## src/sv/acbc_ram.sv

```systemverilog
// Generic single-port-write RAM with registered read.
module acbc_ram #(
    parameter int Width = 64,
    parameter int Depth = 22,
    parameter int Aw    = 5
) (
    input  logic             i_clk,
    input  logic             i_we,
    input  logic [Aw-1:0]    i_waddr,
    input  logic [Width-1:0] i_wdata,
    input  logic [Aw-1:0]    i_raddr,
    output logic [Width-1:0] o_rdata
);
    logic [Width-1:0] r_mem [Depth];

    always_ff @(posedge i_clk) begin
        if (i_we) begin
            r_mem[i_waddr] <= i_wdata;
        end
        o_rdata <= r_mem[i_raddr];
    end
endmodule

```

## config.mk

```make
export PLATFORM = sky130hd
export DESIGN_NAME = acbc_ram
export DESIGN_NICKNAME = d
export VERILOG_FILES = /design/src/sv/acbc_ram.sv
export SDC_FILE = /design/constraint.sdc
export NUM_CORES = 1
export LEC_CHECK = 0
export ABC_AREA = 1
export ABC_CLOCK_PERIOD_IN_PS = 6400
export BUFFER_PORTS_ARGS = -buffer_cell sky130_fd_sc_hd__buf_2
export CAP_MARGIN = 25
export CORE_MARGIN = 4
export CORE_UTILIZATION = 38
export DETAILED_ROUTE_END_ITERATION = 8
export SLEW_MARGIN = 20
export SYNTH_ARGS = -nofsm -noshare
export SYNTH_HDL_FRONTEND = slang
export SYNTH_SLANG_ARGS = --single-unit
```

## constraint.sdc

```tcl
create_clock -name i_clk -period 6.4 [get_ports i_clk]
set_input_delay 1.92 -clock i_clk [delete_from_list [all_inputs] [get_ports i_clk]]
set_output_delay 1.92 -clock i_clk [all_outputs]
set_load 0.005 [all_outputs]
```

==> impl_metrics.toml, run 1 <==
[status]
status = "finished clean"

[cts]
numClockSinks = 1472
postCtsResizedCells = 0
cts-root-buf = "clkbuf_16"
h-tree-depth = 4
clk_pin_slew_ps = 60
cts_hold_buf = 0
clk_latency_ps = 780
cts_tree = "built"
clock_path_buffers = 3
post_cts_buffers = 0
cts_inserted_buffers = 152

[floorplanning]
dieArea_um2 = 158200
die_w_um = 397.7
die_h_um = 397.7
initial_core_util_pct = 38.40
num_io_pins = 140
rows = 142
coreArea_um2 = 150300

[detailed_routing]
drc_errors = 0
dr_total_vias = 36620
routed.top_layer = "met5"
final_antenna_net_count = 0
routedWlPerCell_um = 22.11
wl_met2_um = 71310
first_pass_iters = 5
totalWireLength_um = 154400
drt_iter0_drc = 4162
wl_met1_um = 69030
vias_per_cell = 5.244
route.met3.wl_um = 11050

[critical_path]
reg2regPathDepth = 8
crit_path_max_incr_delay_ps = 730
worstPathRequired_ps = 7110
cp_common_cell = "nand2_1"
startpoint = "i_raddr[1]"
crit_slowest_cell = "clkinv_8"
crit_path_max_fanout = 142
crit_chain = "buf_8 > clkinv_8 > buf_4 > buf_4 > nand3_1 > nand3_1 > nand2_1 > nand2_1 > nand2_1 > nand2_1 > nand2_1"
critPathKind = "in2reg"
r2r_start = "r_mem[12][6]$_DFFE_PP_"
arrival_ps = 4590
endpoint_kind = "flop"
crit_path_start_kind = "primary input"

[worst_hold_path]
min_from = "r_mem[21][46]$_DFFE_PP_"
hp-class = "reg2reg"
hold_path_depth = 4

[timing]
tightest_slew_ps = 1105
fin_ws_ps = 2524
rsz0062_at_grt = "false"
min_period_over_period_pct = 60.56
setup_viol = 0
finalSetupTns_ps = 0
max-slew-margin-rel_pct = 26.36
whs_ps = 610.5
post-route-min-period_ps = 3876
worst_clock_skew_ps = 21.06
maxSlewViolCount = 0
fmax_mhz = 258.0
hold_viol_final = 0

[logic_synthesis]
syn_area_um2 = 57710
postSynthCellCount = 4753
syn_nets = 4829
ys.warnings.count = 0
ys_types = 14
avgSynthCellArea_um2 = 12.14
ys_seq_area_share_pct = 75.48
ys_ff_latch = 1472

[placed_design]
gp_congestion = 0.7489
postPlaceCellArea_um2 = 60490
place_ws_ps = 1758
post-dp-hpwl_um = 73000
numPortBuffers = 139
dp.cells = 6686

[power]
power.density_nw_per_um2 = 317.6
clkPwrFrac_pct = 43.0
swShare_pct = 22.13
p_int_mw = 16.23
finalPower_mw = 20.85
switching_power_mw = 4.614
power_frac_comb_pct = 5.4
cellLeakagePower_nw = 23.56
ir_drop_mv = 0.2715
pwr-share-seq_pct = 51.6

[cells_and_area]
final_nets = 4902
final_common_cell = "nand2_1"
fin_area_um2 = 65640
final_cells = 6983
seq_area_um2 = 43560
drive_gt1_share_pct = 9.318
layout_common_cells = "1792 x nand2_1, 1408 x edfxtp_1, 970 x nand3_1"
fillers = 13690
multiInputGateArea_um2 = 12710
final_util_pct = 43.67
area_growth_pct = 13.74

[grt]
antenna_found_initial = 18
grtUsageTotal_pct = 19.33
grt_max_degree = 169
grt-ovfl-total = 0
grt_pass1_vias = 35530
grt_pass1_wl_um = 230500

[flow_run]
cap_violations = 0
[routing by layer]
metal  global-route usage (%)  vias to the layer above
li1                         -                    16840
met1                    27.89                    18200
met2                    30.62                     1360
met3                    2.887                      219
met4                    5.290                        4
met5                        0                        -
[registers in the layout, summed over array words and instances, names as in the netlist]
signal / flops
o_rdata: 64
r_mem: 1408
[path summary, 6_finish.rpt]
kind                         endpoint  slack [ps]
setup / recovery  o_rdata[39]$_DFF_P_        2520
hold / removal    o_rdata[46]$_DFF_P_         610
setup reg to reg   o_rdata[6]$_DFF_P_        5110
hold reg to reg   o_rdata[46]$_DFF_P_         610
[synth_stat cells]
master	number	area share [%]
o21ai_1	60	0.52
buf_4	57	0.74
dfxtp_1	64	2.2
edfxtp_1	1408	73
o21ai_0	68	0.59
inv_1	6	0.039
nand2_1	1792	12
nor2_1	86	0.56
buf_2	151	1.3
buf_6	8	0.16
clkbuf_1	59	0.38
nand3_1	970	8.4
inv_2	4	0.026
buf_1	20	0.13
[cell families (layout without fill, tap and decap cells)]
family,Yosys count,after routing,synth area share [%]
buf+inv,305,510,2.786
flops,1472,1472,75.48
other cells,0,9,0
simple gates,2848,2848,20.63
compound gates,128,128,1.110
[cell type report]
cell class,instances,share of cell area [%]
well taps,2016,3.843
inverters,10,0.1067
multi-input cells,2976,19.36
clock buffers,218,6.402
repair buffers,214,2.564
flip-flops and latches,1472,66.36
clock inverters,68,1.327
diodes,9,0.03431
[power by group through the flow]
| stage | sequential [mW] | clock (mW) | combinational [mW] |
|---|---|---|---|
| floorplan | 11.0 | 0 | 0.664 |
| global placement | 11.0 | 0 | 1.12 |
| detailed placement | 11.0 | 0 | 1.13 |
| CTS | 10.8 | 9.11 | 1.14 |
| global route | 10.8 | 9.53 | 1.27 |
| finish | 10.8 | 8.96 | 1.13 |
[critical path, delay by kind of cell]
| kind | cells | cell delay (ps) |
|---|---|---|
| and+or+nand+nor | 7 | 600 |
| buffers and inverters | 4 | 1920 |
Note: power is estimated with default switching activity, not from simulation.
==> inputs of run 2 (changes only) <==
ABC_CLOCK_PERIOD_IN_PS = 3620   (was 6400)
clock period = 3.62 ns   (was 6.4 ns; I/O delays follow)
==> impl_metrics.toml, run 2 (same netlist as run 1, synthesis figures left out) <==
[floorplanning]
dieArea_um2 = 158200
die_w_um = 397.7
rows = 142
initial_core_util_pct = 38.40
num_io_pins = 140
coreArea_um2 = 150300
die_h_um = 397.7

[cts]
clk_pin_slew_ps = 60
post_cts_buffers = 0
cts_hold_buf = 0
cts_inserted_buffers = 150
cts-root-buf = "clkbuf_16"
cts_tree = "built"
numClockSinks = 1472
clk_latency_ps = 780
clock_path_buffers = 3
postCtsResizedCells = 0
h-tree-depth = 4

[worst_hold_path]
hp-class = "reg2reg"

[critical_path]
worstPathRequired_ps = 2530
crit_chain = "buf_2"
crit_family = "flip-flops"
crit_path_max_fanout = 1
crit_buf_inv = 1
crit_path_max_incr_delay_ps = 470
critPathKind = "reg2out"
crit_path_start_kind = "flop"
crit_slowest_cell = "dfxtp_1"
rrSetupSlack_ps = 2360
endpoint_kind = "output port"
arrival_ps = 1420

[placed_design]
dp.cells = 6742
post-dp-hpwl_um = 77560
numPortBuffers = 139
postPlaceCellArea_um2 = 61470
place_ws_ps = 659.2
gp_congestion = 0.7473

[detailed_routing]
drc_errors = 0
totalWireLength_um = 146400
first_pass_iters = 7
final_antenna_net_count = 0
drt_iter0_drc = 3142
vias_per_cell = 5.145
routedWlPerCell_um = 20.84
dr_total_vias = 36130

[cells_and_area]
fin_area_um2 = 66280
final_cells = 7023
area_growth_pct = 14.84
final_common_cell = "nand2_1"
final_nets = 4954
largestRegisters = "r_mem: 1408 flops, o_rdata: 64 flops"
largest_reg_flops = 1408
layout_common_cells = "1792 x nand2_1, 1408 x edfxtp_1, 970 x nand3_1"
drive_gt1_share_pct = 9.974
largest_register = "r_mem"

[grt]
grtUsageTotal_pct = 18.32
antenna_found_initial = 9
grt-ovfl-total = 0
grt_max_degree = 162
grt_pass1_vias = 35060
grt_pass1_wl_um = 221500

[timing]
tightest_slew_ps = 842.4
min_period_over_period_pct = 69.28
worst_clock_skew_ps = 20.20
hold_viol_final = 0
max-slew-margin-rel_pct = 43.84
fmax_mhz = 398.7
rsz0062_at_grt = "false"
finalSetupTns_ps = 0
whs_ps = 601.1
setup_viol = 0
fin_ws_ps = 1112
maxSlewViolCount = 0
post-route-min-period_ps = 2508

[power]
cellLeakagePower_nw = 23.87
power.density_nw_per_um2 = 546.3
ir_drop_mv = 0.5326

[status]
status = "finished clean"

[flow_run]
cap_violations = 0
## run 2: cell count changes in the layout (fill, tap and decap cells not counted), moves of 4 or more
| cell | delta |
|---|---|
| clkbuf_1 | -6 |
| diode_2 | -5 |
| buf_12 | +45 |
| clkinvlp_4 | -5 |
| bufinv_16 | -8 |
| clkinv_8 | -7 |
| clkinv_2 | -4 |
| clkinv_1 | +14 |
| buf_4 | +11 |
| clkbuf_8 | +5 |
## run 2: path summary, 6_finish.rpt
path,end,depth (start not counted),from
worst max register to register,o_rdata[62]$_DFF_P_,8,r_mem[15][62]$_DFFE_PP_
worst min-delay path,o_rdata[3]$_DFF_P_,4,r_mem[21][3]$_DFFE_PP_
worst min register to register,o_rdata[3]$_DFF_P_,4,r_mem[21][3]$_DFFE_PP_
worst max-delay path,o_rdata[23],1,o_rdata[23]$_DFF_P_
## run 2: routing by layer
| layer | global-route usage [%] | wire length [um] | vias up | part of all wire, % |
|---|---|---|---|---|
| met3 | 3.201 | 9569 | 223 | 6.5 |
| met2 | 29.32 | 68740 | 1181 | 47 |
| li1 | - | - | 16940 | - |
| met5 | 0 | 81 | - | 0.055 |
| met4 | 5.605 | 3413 | 10 | 2.3 |
| met1 | 25.61 | 64580 | 17780 | 44 |
## run 2: stage by stage
step	util (%)	power [mW]
floorplan	-	20.54
global route	44.09	37.47
detailed placement	40.90	21.49
CTS	44.09	36.52
finish	44.09	36.21
global placement	40.90	21.47
## run 2: power breakdown
group          internal [mW]  switching [mW]  total, mW
sequential              18.9          0.0765       19.0
clock                   8.75            6.35       15.1
combinational          0.604            1.51       2.11
## run 2: area by class of cell
cell class                      instances  area (um2)
Inverter                               10       65.06
Clock inverter                         58       496.7
Clock buffer                          219        4299
Antenna cell                            4       10.01
Tap cell                             2016        2522
Fill cell                           13650       84030
Sequential cell                      1472       43560
Multi-Input combinational cell       2976       12710
Timing Repair Buffer                  268        2611
